**src/hw/rtl/pose_frame_deframer_assert.svh**
```systemverilog
// Assertion helpers shared by the deframer RTL.
`ifndef POSE_FRAME_DEFRAMER_ASSERT_SVH
`define POSE_FRAME_DEFRAMER_ASSERT_SVH

// Same-cycle implication, checked outside reset.
`define PFD_ASSERT_SAME(label, clk, rst, ante, cons, msg) \
  label: assert property (@(posedge clk) disable iff (rst) (ante) |-> (cons)) \
    else $error(msg);

// Next-cycle implication, checked outside reset.
`define PFD_ASSERT_NEXT(label, clk, rst, ante, cons, msg) \
  label: assert property (@(posedge clk) disable iff (rst) (ante) |=> (cons)) \
    else $error(msg);

`endif

```
**src/hw/rtl/pfd_pkg.sv**
```systemverilog
package pfd_pkg;

  // Frame layout
  localparam int FRAME_BYTES_DEF = 46;
  localparam int HDR_BYTES       = 4;
  localparam int WORD_COUNT      = 10;
  localparam int STAMP_WORD      = 9;
  localparam int PAY_END_FULL    = HDR_BYTES + 4 * WORD_COUNT;
  localparam int IDX_W           = $clog2(WORD_COUNT);
  localparam int POS_X_W         = 7;

  localparam logic [IDX_W-1:0] LAST_WORD = IDX_W'(WORD_COUNT - 1);

  // Configuration registers
  localparam int CFG_IDX_W  = 1;
  localparam int CFG_DATA_W = 32;
  localparam logic [CFG_IDX_W-1:0] CFG_HEADER  = 1'b0;
  localparam logic [CFG_IDX_W-1:0] CFG_PUBLISH = 1'b1;
  localparam logic [31:0] HEADER_RESET  = 32'h7FAA_AAAA;
  localparam logic        PUBLISH_RESET = 1'b1;

  // Result kinds
  typedef enum logic [1:0] {
    KIND_PAYLOAD = 2'd0,
    KIND_CKSUM   = 2'd1,
    KIND_LOST    = 2'd2
  } kind_t;

  // Controller to datapath
  typedef struct packed {
    logic             hunt_step;
    logic             frame_step;
    logic             first_stamp;
    logic             good_frame;
    logic             clear_window;
    logic             rd_en;
    logic [IDX_W-1:0] rd_addr;
    logic             out_load;
    kind_t            out_kind;
    logic [IDX_W-1:0] out_index;
    logic             out_last;
  } cmd_t;

  // Datapath to controller
  typedef struct packed {
    logic hunt_match;
    logic pos_last;
    logic hdr_ok;
    logic sum_ok;
    logic out_free;
    logic publish;
  } status_t;

endpackage

```
**src/hw/rtl/pfd_datapath.sv**
```systemverilog
module pfd_datapath #(
  parameter int FRAME_BYTES = pfd_pkg::FRAME_BYTES_DEF
) (
  input  logic                           clk,
  input  logic                           rst,
  input  logic                           cfg_write,
  input  logic [pfd_pkg::CFG_IDX_W-1:0]  cfg_index,
  input  logic [pfd_pkg::CFG_DATA_W-1:0] cfg_data,
  input  logic [7:0]                     rx_byte,
  input  pfd_pkg::cmd_t                  cmd,
  output pfd_pkg::status_t               st,
  output logic                           out_valid,
  input  logic                           out_stall,
  output logic [1:0]                     kind,
  output logic [pfd_pkg::IDX_W-1:0]      word_index,
  output logic [31:0]                    word_value,
  output logic [31:0]                    relative_stamp,
  output logic                           last_of_run
);
  import pfd_pkg::*;

  localparam int POS_W     = $clog2(FRAME_BYTES);
  localparam int PAY_LIMIT = (FRAME_BYTES - 2 < PAY_END_FULL) ? FRAME_BYTES - 2 : PAY_END_FULL;

  localparam logic [POS_W-1:0]   POS_LAST    = POS_W'(FRAME_BYTES - 1);
  localparam logic [POS_W-1:0]   POS_CKA     = POS_W'(FRAME_BYTES - 2);
  localparam logic [POS_W-1:0]   POS_FIRST   = POS_W'(HDR_BYTES);
  localparam logic [POS_X_W-1:0] X_HDR       = POS_X_W'(HDR_BYTES);
  localparam logic [POS_X_W-1:0] PAY_END     = POS_X_W'(PAY_LIMIT);
  localparam logic [POS_X_W-1:0] CK_END      = POS_X_W'(FRAME_BYTES - 2);
  localparam logic [POS_X_W-1:0] STAMP_START = POS_X_W'(HDR_BYTES + 4 * STAMP_WORD);

  // Configuration
  logic [31:0] header_pattern;
  logic        publish_enable;

  // Framing state
  logic [31:0]      hunt_window;
  logic [POS_W-1:0] pos;
  logic [7:0]       sum_a;
  logic [7:0]       sum_b;
  logic             have_start;
  logic [31:0]      start_stamp;

  // Frame capture
  logic [31:0] hdr_word;
  logic [31:0] stamp_word;
  logic [7:0]  cka_byte;
  logic [31:0] rel_q;
  logic [31:0] rd_q;
  logic [31:0] word_mem [WORD_COUNT];

  // Output register
  logic             out_valid_q;
  kind_t            out_kind_q;
  logic [IDX_W-1:0] out_index_q;
  logic [31:0]      out_value_q;
  logic [31:0]      out_rel_q;
  logic             out_last_q;

  logic [31:0]        window_next;
  logic [POS_X_W-1:0] pos_x;
  logic [POS_W-1:0]   pos_off;
  logic [IDX_W-1:0]   widx;
  logic [4:0]         lane_sh;
  logic               in_payload;
  logic               in_sum;
  logic               in_stamp;
  logic [7:0]         sum_a_add;
  logic [31:0]        stamp_diff;
  logic [31:0]        rd_mask;

  assign window_next = {rx_byte, hunt_window[31:8]};
  assign pos_x       = POS_X_W'(pos);
  assign pos_off     = pos - POS_FIRST;
  assign widx        = IDX_W'(pos_off[POS_W-1:2]);
  assign lane_sh     = {pos[1:0], 3'b000};
  assign in_payload  = (pos_x >= X_HDR) && (pos_x < PAY_END);
  assign in_sum      = (pos_x >= X_HDR) && (pos_x < CK_END);
  assign in_stamp    = in_payload && (pos_x >= STAMP_START);
  assign sum_a_add   = sum_a + rx_byte;
  assign stamp_diff  = stamp_word - start_stamp;

  // Bytes at or past the checksum read as zero
  always_comb begin
    logic [POS_X_W-1:0] lane_pos;
    rd_mask = '0;
    for (int l = 0; l < 4; l++) begin
      lane_pos = X_HDR + {1'b0, cmd.out_index, 2'b00} + POS_X_W'(l);
      rd_mask[8*l +: 8] = (lane_pos < CK_END) ? 8'hFF : 8'h00;
    end
  end

  // Status back to the controller
  always_comb begin
    st.hunt_match = (window_next == header_pattern);
    st.pos_last   = (pos == POS_LAST);
    st.hdr_ok     = (hdr_word == header_pattern);
    st.sum_ok     = (sum_a == cka_byte) && (sum_b == rx_byte);
    st.out_free   = !out_valid_q || !out_stall;
    st.publish    = publish_enable;
  end

  // Control state
  always_ff @(posedge clk) begin
    if (rst) begin
      header_pattern <= HEADER_RESET;
      publish_enable <= PUBLISH_RESET;
      hunt_window    <= '0;
      pos            <= '0;
      sum_a          <= '0;
      sum_b          <= '0;
      have_start     <= 1'b0;
      start_stamp    <= '0;
      out_valid_q    <= 1'b0;
    end else begin
      if (cfg_write) begin
        unique case (cfg_index)
          CFG_HEADER:  header_pattern <= cfg_data;
          CFG_PUBLISH: publish_enable <= cfg_data[0];
          default: ;
        endcase
      end
      // hunting: slide window, lock onto header
      if (cmd.hunt_step) begin
        hunt_window <= window_next;
        if (st.hunt_match) begin
          pos   <= POS_FIRST;
          sum_a <= '0;
          sum_b <= '0;
        end
      end
      if (cmd.clear_window) begin
        hunt_window <= '0;
      end
      // in-frame byte: position and Fletcher sums
      if (cmd.frame_step) begin
        pos <= st.pos_last ? '0 : pos + 1'b1;
        if (pos == '0) begin
          sum_a <= '0;
          sum_b <= '0;
        end else if (in_sum) begin
          sum_a <= sum_a_add;
          sum_b <= sum_b + sum_a_add;
        end
      end
      // start stamp from the first frame, re-based on negative difference
      if (cmd.first_stamp && !have_start) begin
        start_stamp <= stamp_word;
        have_start  <= 1'b1;
      end
      if (cmd.good_frame && stamp_diff[31]) begin
        start_stamp <= stamp_word;
      end
      if (cmd.out_load) begin
        out_valid_q <= 1'b1;
      end else if (!out_stall) begin
        out_valid_q <= 1'b0;
      end
    end
  end

  // Frame capture and output payload
  always_ff @(posedge clk) begin
    if (cmd.hunt_step && st.hunt_match) begin
      hdr_word   <= window_next;
      stamp_word <= '0;
    end
    if (cmd.frame_step) begin
      if (pos_x < X_HDR) begin
        hdr_word[lane_sh +: 8] <= rx_byte;
      end
      if (pos == '0) begin
        stamp_word <= '0;
      end else if (in_stamp) begin
        stamp_word[lane_sh +: 8] <= rx_byte;
      end
      if (pos == POS_CKA) begin
        cka_byte <= rx_byte;
      end
      if (in_payload) begin
        word_mem[widx][lane_sh +: 8] <= rx_byte;
      end
    end
    if (cmd.good_frame) begin
      rel_q <= stamp_diff[31] ? '0 : stamp_diff;
    end
    if (cmd.rd_en) begin
      rd_q <= word_mem[cmd.rd_addr];
    end
    if (cmd.out_load) begin
      out_kind_q  <= cmd.out_kind;
      out_index_q <= cmd.out_index;
      out_last_q  <= cmd.out_last;
      out_value_q <= (cmd.out_kind == KIND_PAYLOAD) ? (rd_q & rd_mask) : '0;
      out_rel_q   <= (cmd.out_kind == KIND_PAYLOAD) ? rel_q : '0;
    end
  end

  assign out_valid      = out_valid_q;
  assign kind           = out_kind_q;
  assign word_index     = out_index_q;
  assign word_value     = out_value_q;
  assign relative_stamp = out_rel_q;
  assign last_of_run    = out_last_q;

endmodule

```
**src/hw/rtl/pfd_controller.sv**
```systemverilog
module pfd_controller (
  input  logic             clk,
  input  logic             rst,
  input  logic             in_valid,
  output logic             in_stall,
  input  pfd_pkg::status_t st,
  output pfd_pkg::cmd_t    cmd
);
  import pfd_pkg::*;

  typedef enum logic [5:0] {
    S_HUNT = 6'b000001,
    S_DROP = 6'b000010,
    S_SYNC = 6'b000100,
    S_ERR  = 6'b001000,
    S_READ = 6'b010000,
    S_LOAD = 6'b100000
  } state_t;

  state_t           state;
  state_t           state_next;
  logic             err_lost;
  logic             err_lost_next;
  logic [IDX_W-1:0] word_k;
  logic [IDX_W-1:0] word_k_next;
  logic             accept;

  // Bytes are taken only in the framing states
  assign in_stall = !((state == S_HUNT) || (state == S_DROP) || (state == S_SYNC));
  assign accept   = in_valid && !in_stall;

  // Next state and commands
  always_comb begin
    state_next    = state;
    err_lost_next = err_lost;
    word_k_next   = word_k;
    cmd           = '0;
    cmd.out_kind  = KIND_PAYLOAD;
    unique case (state)
      S_HUNT: begin
        if (accept) begin
          cmd.hunt_step = 1'b1;
          if (st.hunt_match) state_next = S_DROP;
        end
      end
      S_DROP: begin
        if (accept) begin
          cmd.frame_step = 1'b1;
          if (st.pos_last) begin
            cmd.first_stamp = 1'b1;
            state_next      = S_SYNC;
          end
        end
      end
      S_SYNC: begin
        if (accept) begin
          cmd.frame_step = 1'b1;
          if (st.pos_last) begin
            if (!st.hdr_ok) begin
              cmd.clear_window = 1'b1;
              err_lost_next    = 1'b1;
              state_next       = S_ERR;
            end else if (!st.sum_ok) begin
              err_lost_next = 1'b0;
              state_next    = S_ERR;
            end else begin
              cmd.good_frame = 1'b1;
              if (st.publish) begin
                word_k_next = '0;
                state_next  = S_READ;
              end
            end
          end
        end
      end
      S_ERR: begin
        if (st.out_free) begin
          cmd.out_load = 1'b1;
          cmd.out_kind = err_lost ? KIND_LOST : KIND_CKSUM;
          cmd.out_last = 1'b1;
          state_next   = err_lost ? S_HUNT : S_SYNC;
        end
      end
      S_READ: begin
        cmd.rd_en   = 1'b1;
        cmd.rd_addr = word_k;
        state_next  = S_LOAD;
      end
      S_LOAD: begin
        cmd.out_index = word_k;
        if (st.out_free) begin
          cmd.out_load = 1'b1;
          cmd.out_last = (word_k == LAST_WORD);
          if (word_k == LAST_WORD) begin
            state_next = S_SYNC;
          end else begin
            word_k_next = word_k + 1'b1;
            state_next  = S_READ;
          end
        end
      end
      default: state_next = S_HUNT;
    endcase
  end

  // State registers
  always_ff @(posedge clk) begin
    if (rst) begin
      state    <= S_HUNT;
      err_lost <= 1'b0;
      word_k   <= '0;
    end else begin
      state    <= state_next;
      err_lost <= err_lost_next;
      word_k   <= word_k_next;
    end
  end

endmodule

```
**src/hw/rtl/pose_frame_deframer.sv**
```systemverilog
// Byte in: one byte per cycle while framing; input stalls while results are produced.
// Error result: after the frame's last byte is taken, the error state loads it once the output register is free.
// Good frame (publishing on): ten payload words, each a word buffer read, then an output
// register load that waits while the output register is held by out_stall.
// Reset (synchronous, rst high): hunting, header 0x7FAAAAAA, publishing on,
// no start stamp; the word buffer is not cleared.
`include "pose_frame_deframer_assert.svh"

module pose_frame_deframer #(
  parameter int FRAME_BYTES = pfd_pkg::FRAME_BYTES_DEF
) (
  input  logic                           clk,
  input  logic                           rst,
  input  logic                           cfg_write,
  input  logic [pfd_pkg::CFG_IDX_W-1:0]  cfg_index,
  input  logic [pfd_pkg::CFG_DATA_W-1:0] cfg_data,
  input  logic                           in_valid,
  output logic                           in_stall,
  input  logic [7:0]                     rx_byte,
  output logic                           out_valid,
  input  logic                           out_stall,
  output logic [1:0]                     kind,
  output logic [pfd_pkg::IDX_W-1:0]      word_index,
  output logic [31:0]                    word_value,
  output logic [31:0]                    relative_stamp,
  output logic                           last_of_run
);
  import pfd_pkg::*;

  cmd_t    cmd;
  status_t st;

  // Sequencer
  pfd_controller u_ctrl (
    .clk      (clk),
    .rst      (rst),
    .in_valid (in_valid),
    .in_stall (in_stall),
    .st       (st),
    .cmd      (cmd)
  );

  // Framing, checksum, word buffer and output register
  pfd_datapath #(
    .FRAME_BYTES (FRAME_BYTES)
  ) u_dp (
    .clk            (clk),
    .rst            (rst),
    .cfg_write      (cfg_write),
    .cfg_index      (cfg_index),
    .cfg_data       (cfg_data),
    .rx_byte        (rx_byte),
    .cmd            (cmd),
    .st             (st),
    .out_valid      (out_valid),
    .out_stall      (out_stall),
    .kind           (kind),
    .word_index     (word_index),
    .word_value     (word_value),
    .relative_stamp (relative_stamp),
    .last_of_run    (last_of_run)
  );

  // Checks
  `PFD_ASSERT_SAME(a_load_free, clk, rst, cmd.out_load, st.out_free, "result overwrote pending request")
  `PFD_ASSERT_SAME(a_step_accept, clk, rst, cmd.hunt_step || cmd.frame_step, in_valid && !in_stall, "byte step without accept")
  `PFD_ASSERT_SAME(a_err_last, clk, rst, out_valid && (kind != KIND_PAYLOAD), last_of_run, "error request not last")
  `PFD_ASSERT_NEXT(a_lost_stall, clk, rst, cmd.clear_window, in_stall, "input taken before lost-sync report")

endmodule

```
**config.mk**
```make
export PLATFORM = sky130hd
export DESIGN_NAME = pose_frame_deframer
export DESIGN_NICKNAME = d
export VERILOG_FILES = /design/src/hw/rtl/pfd_pkg.sv /design/src/hw/rtl/pfd_datapath.sv /design/src/hw/rtl/pfd_controller.sv /design/src/hw/rtl/pose_frame_deframer.sv
export VERILOG_INCLUDE_DIRS = /design/src /design/src/hw/rtl
export SDC_FILE = /design/constraint.sdc
export NUM_CORES = 1
export LEC_CHECK = 0
export ABC_AREA = 1
export BUFFER_PORTS_ARGS = -buffer_cell sky130_fd_sc_hd__buf_4
export CAP_MARGIN = 15
export CORE_ASPECT_RATIO = 1.75
export CORE_MARGIN = 2
export CORE_UTILIZATION = 54
export DETAILED_ROUTE_END_ITERATION = 16
export GPL_TIMING_DRIVEN = 0
export PLACE_DENSITY = 0.74
export SLEW_MARGIN = 20
export SYNTH_ARGS = -nofsm -noshare
export SYNTH_HDL_FRONTEND = slang
export SYNTH_HIERARCHICAL = 1
export SYNTH_SLANG_ARGS = --single-unit
```
**constraint.sdc**
```tcl
create_clock -name clk -period 4.2 [get_ports clk]
set_clock_uncertainty 0.1 [all_clocks]
set_input_delay 0.42 -clock clk [delete_from_list [all_inputs] [get_ports clk]]
set_output_delay 0.42 -clock clk [all_outputs]
set_load 0.01 [all_outputs]
```
==> metrics <==
Final Hold Vio Count=0; Max H-tree Level=2; crit-path cells=clkbuf_1 -> clkbuf_1 -> inv_1 -> ha_1 -> inv_1 -> nor2_1 -> clkinv_1 -> buf_1 -> nor2_2 -> o21ai_0 -> nor2_1; Crit Path Category=reg2reg; status=finished clean; Initial DRC Count=1840; Routed Antenna Nets=0; Detailed Place HPWL=64.5 mm; most common library cells after synthesis=edfxtp_1 (461), nand2_1 (377), inv_1 (325); IO buf count=116; remaining global-route overflow=0; Fmax=247 MHz; Via density=5.80; Starting Density=54.7%; Worst-Skew Late Latency=610 ps; sequential fraction of the synthesis area=59.3%; Slew @ Worst Pin=1210 ps; Placer Congestion=0.955; CP Buf/Inv Count=6; initial antenna violation count=2; final net count=3253; most frequent cell after synthesis=edfxtp_1; die height=314 um; Die X=181 um; Max-Cap Viols=0; Reg clk slew, reported paths=70 ps; final core utilization=62.8%; CP Capture Type=register; syn_nets=3024; pin count of the biggest net entering global routing=32; vias post-DR=22600; Inst Count DP=3744; CTS tree=yes; final instance area=34100 um2; Synth-to-Final Area Change=14.7%; Worst Path Required=4640 ps; cell family with most CP delay=buffers and inverters; # DRC=0; Clock Path Buffers=3; Post-synth ARST share=0%; Max-slew headroom=19.6%; Register-to-Register Path Depth=11; period utilization=96.4%; Synth area leader=edfxtp_1; yosys warns=6; vias in the first global route=22700; startpoint types=register; Worst path slowest cell=nor2_2; ranking of synthesized cells by area=edfxtp_1 (47%), dfxtp_1 (13%), nand2_1 (4.8%); worst vdd rail ir drop=0.000429 V; Filler cells=4426; Mapped Area=29700 um2; Power, Total=13.7 mW; CP peak stage delay=750 ps; leakage power=13.5 nW; pre-CTS setup slack=89.3 ps; most used flip-flop cell after synthesis=edfxtp_1; final cell count without fillers=3890; crit path DAT=4490 ps; synth unique cells=54; share of layout cells above drive strength 1=12.3%; Post CTS Setup Buffer Count=0; core box area=54300 um2; TNS Setup=0 ps; Syn Inst Count=2922; number of synthesized flops with an enable pin=461; Root Driver=clkbuf_16; FF+latch count, synth=649; std cell rows=113; worst-path maximum fanout=12; syn avg cell area=10.2 um2; top cell type's share of synthesized area=46.6%; WL final=86.2 mm; Final WS setup=151 ps; first-pass GRT wire length=129 mm; Routed WL per cell=22.2 um; Tmin final=4050 ps; PwrDens=401 nW/um2; GRT Overall Usage=29.9%; Sink Count=649; final setup vio count=0; type of the worst min-delay path=in2reg; CTS buffer count=56; I/O pin count=119; Hold Path Cell Cnt=3; Placement Cell Area=31700 um2; RSZ-0062 raised after global routing=false; die area=57000 um2; Max Slew Vio Count=0; final hold slack=40.0 ps; Critical Path Stages=11; first drt pass iteration count=6
==> cells in the final DEF, fill, tap and decap left out, types with 8 or more instances in the layout <==
cell,count
a31oi_1,10
nor3b_1,32
or2_2,16
buf_1,9
o211ai_1,81
clkbuf_1,82
nor3_2,15
inv_2,16
ha_1,53
nor2_2,14
nand3_1,120
nand4_1,24
dlygate4sd3_1,39
o22ai_1,8
a21oi_1,234
clkinv_1,11
buf_2,36
nand3_2,21
inv_1,324
xnor2_1,62
edfxtp_1,461
nor3_1,16
nand2_1,377
buf_4,131
mux2i_1,96
a21o_1,8
clkbuf_16,58
nor2_1,271
buf_6,11
dfxtp_1,188
clkbuf_8,9
xor2_1,21
o21ai_0,238
nand2_2,13
==> power by group <==
| group | internal (mW) | switching, mW |
|---|---|---|
| Combinational | 0.383 | 0.671 |
| Sequential | 7.01 | 0.172 |
| Clock | 3.12 | 2.32 |
==> sequential cells by signal, summed over array words and instances (netlist names), 6 cells and up <==
name,count
u_dp/start_stamp,32
u_dp/rd_q,32
u_dp/word_mem,320
u_dp/word_value,32
u_dp/header_pattern,32
u_dp/rel_q,31
u_dp/stamp_word,32
u_ctrl/state,6
u_dp/sum_b,8
u_dp/hunt_window,24
u_dp/cka_byte,8
u_dp/sum_a,8
u_dp/hdr_word,32
u_dp/relative_stamp,31
u_dp/pos,6
==> layout make-up <==
type                       count  area (um2)  share of cell area, %
buffer                       129         623                   1.83
clock buffer                  80        1620                   4.77
clock inverter                25         320                  0.940
inverter                     346        1300                   3.81
antenna                        2        5.00                 0.0147
sequential                   649       17600                   51.7
multi-input combinational   1798       10300                   30.2
tap                          690         863                   2.53
timing repair buffer         171        1440                   4.22
==> tightest hold or removal path: stages <==
cell and delay, ps:
buf_4 80, o21ai_0 90, a21oi_1 120
==> timing repair <==
action / 4_1_cts / 5_1_grt
hold endpoints to repair: 43 / 0
resized for setup: 0 / 2
endpoints found under the setup margin: 0 / 24
hold buffers: 39 / 0
==> worst paths after layout <==
path	startpoint	endpoint	slack, ps
setup / recovery	u_dp/pos[0]	u_dp/stamp_word[13]	150
setup reg to reg	u_dp/pos[0]	u_dp/stamp_word[13]	150
hold reg to reg	u_dp/have_start	u_dp/have_start	360
hold / removal	cfg_data[4]	u_dp/header_pattern[4]	40
==> cell families after synthesis <==
| group | count (synthesis) | share of synthesized area, % |
|---|---|---|
| buffers and inverters | 475 | 6.47 |
| XOR/XNOR | 83 | 2.45 |
| adder cells (fa/ha/maj) | 56 | 2.43 |
| AND/OR/NAND/NOR | 952 | 14.8 |
| flip-flops | 649 | 59.3 |
| multiplexers | 96 | 3.23 |
| other | 1 | 0.0126 |
| AO/OA/AOI/OAI | 610 | 11.4 |
==> routing by layer <==
layer,track usage (%),up-vias,part of all wire (%)
li1,-,10500,-
met4,20.0,0,7.3
met3,3.41,298,5.6
met1,30.1,10800,33
met2,57.5,1012,54
met5,0,-,0
Note: power is estimated with default switching activity, not from simulation.
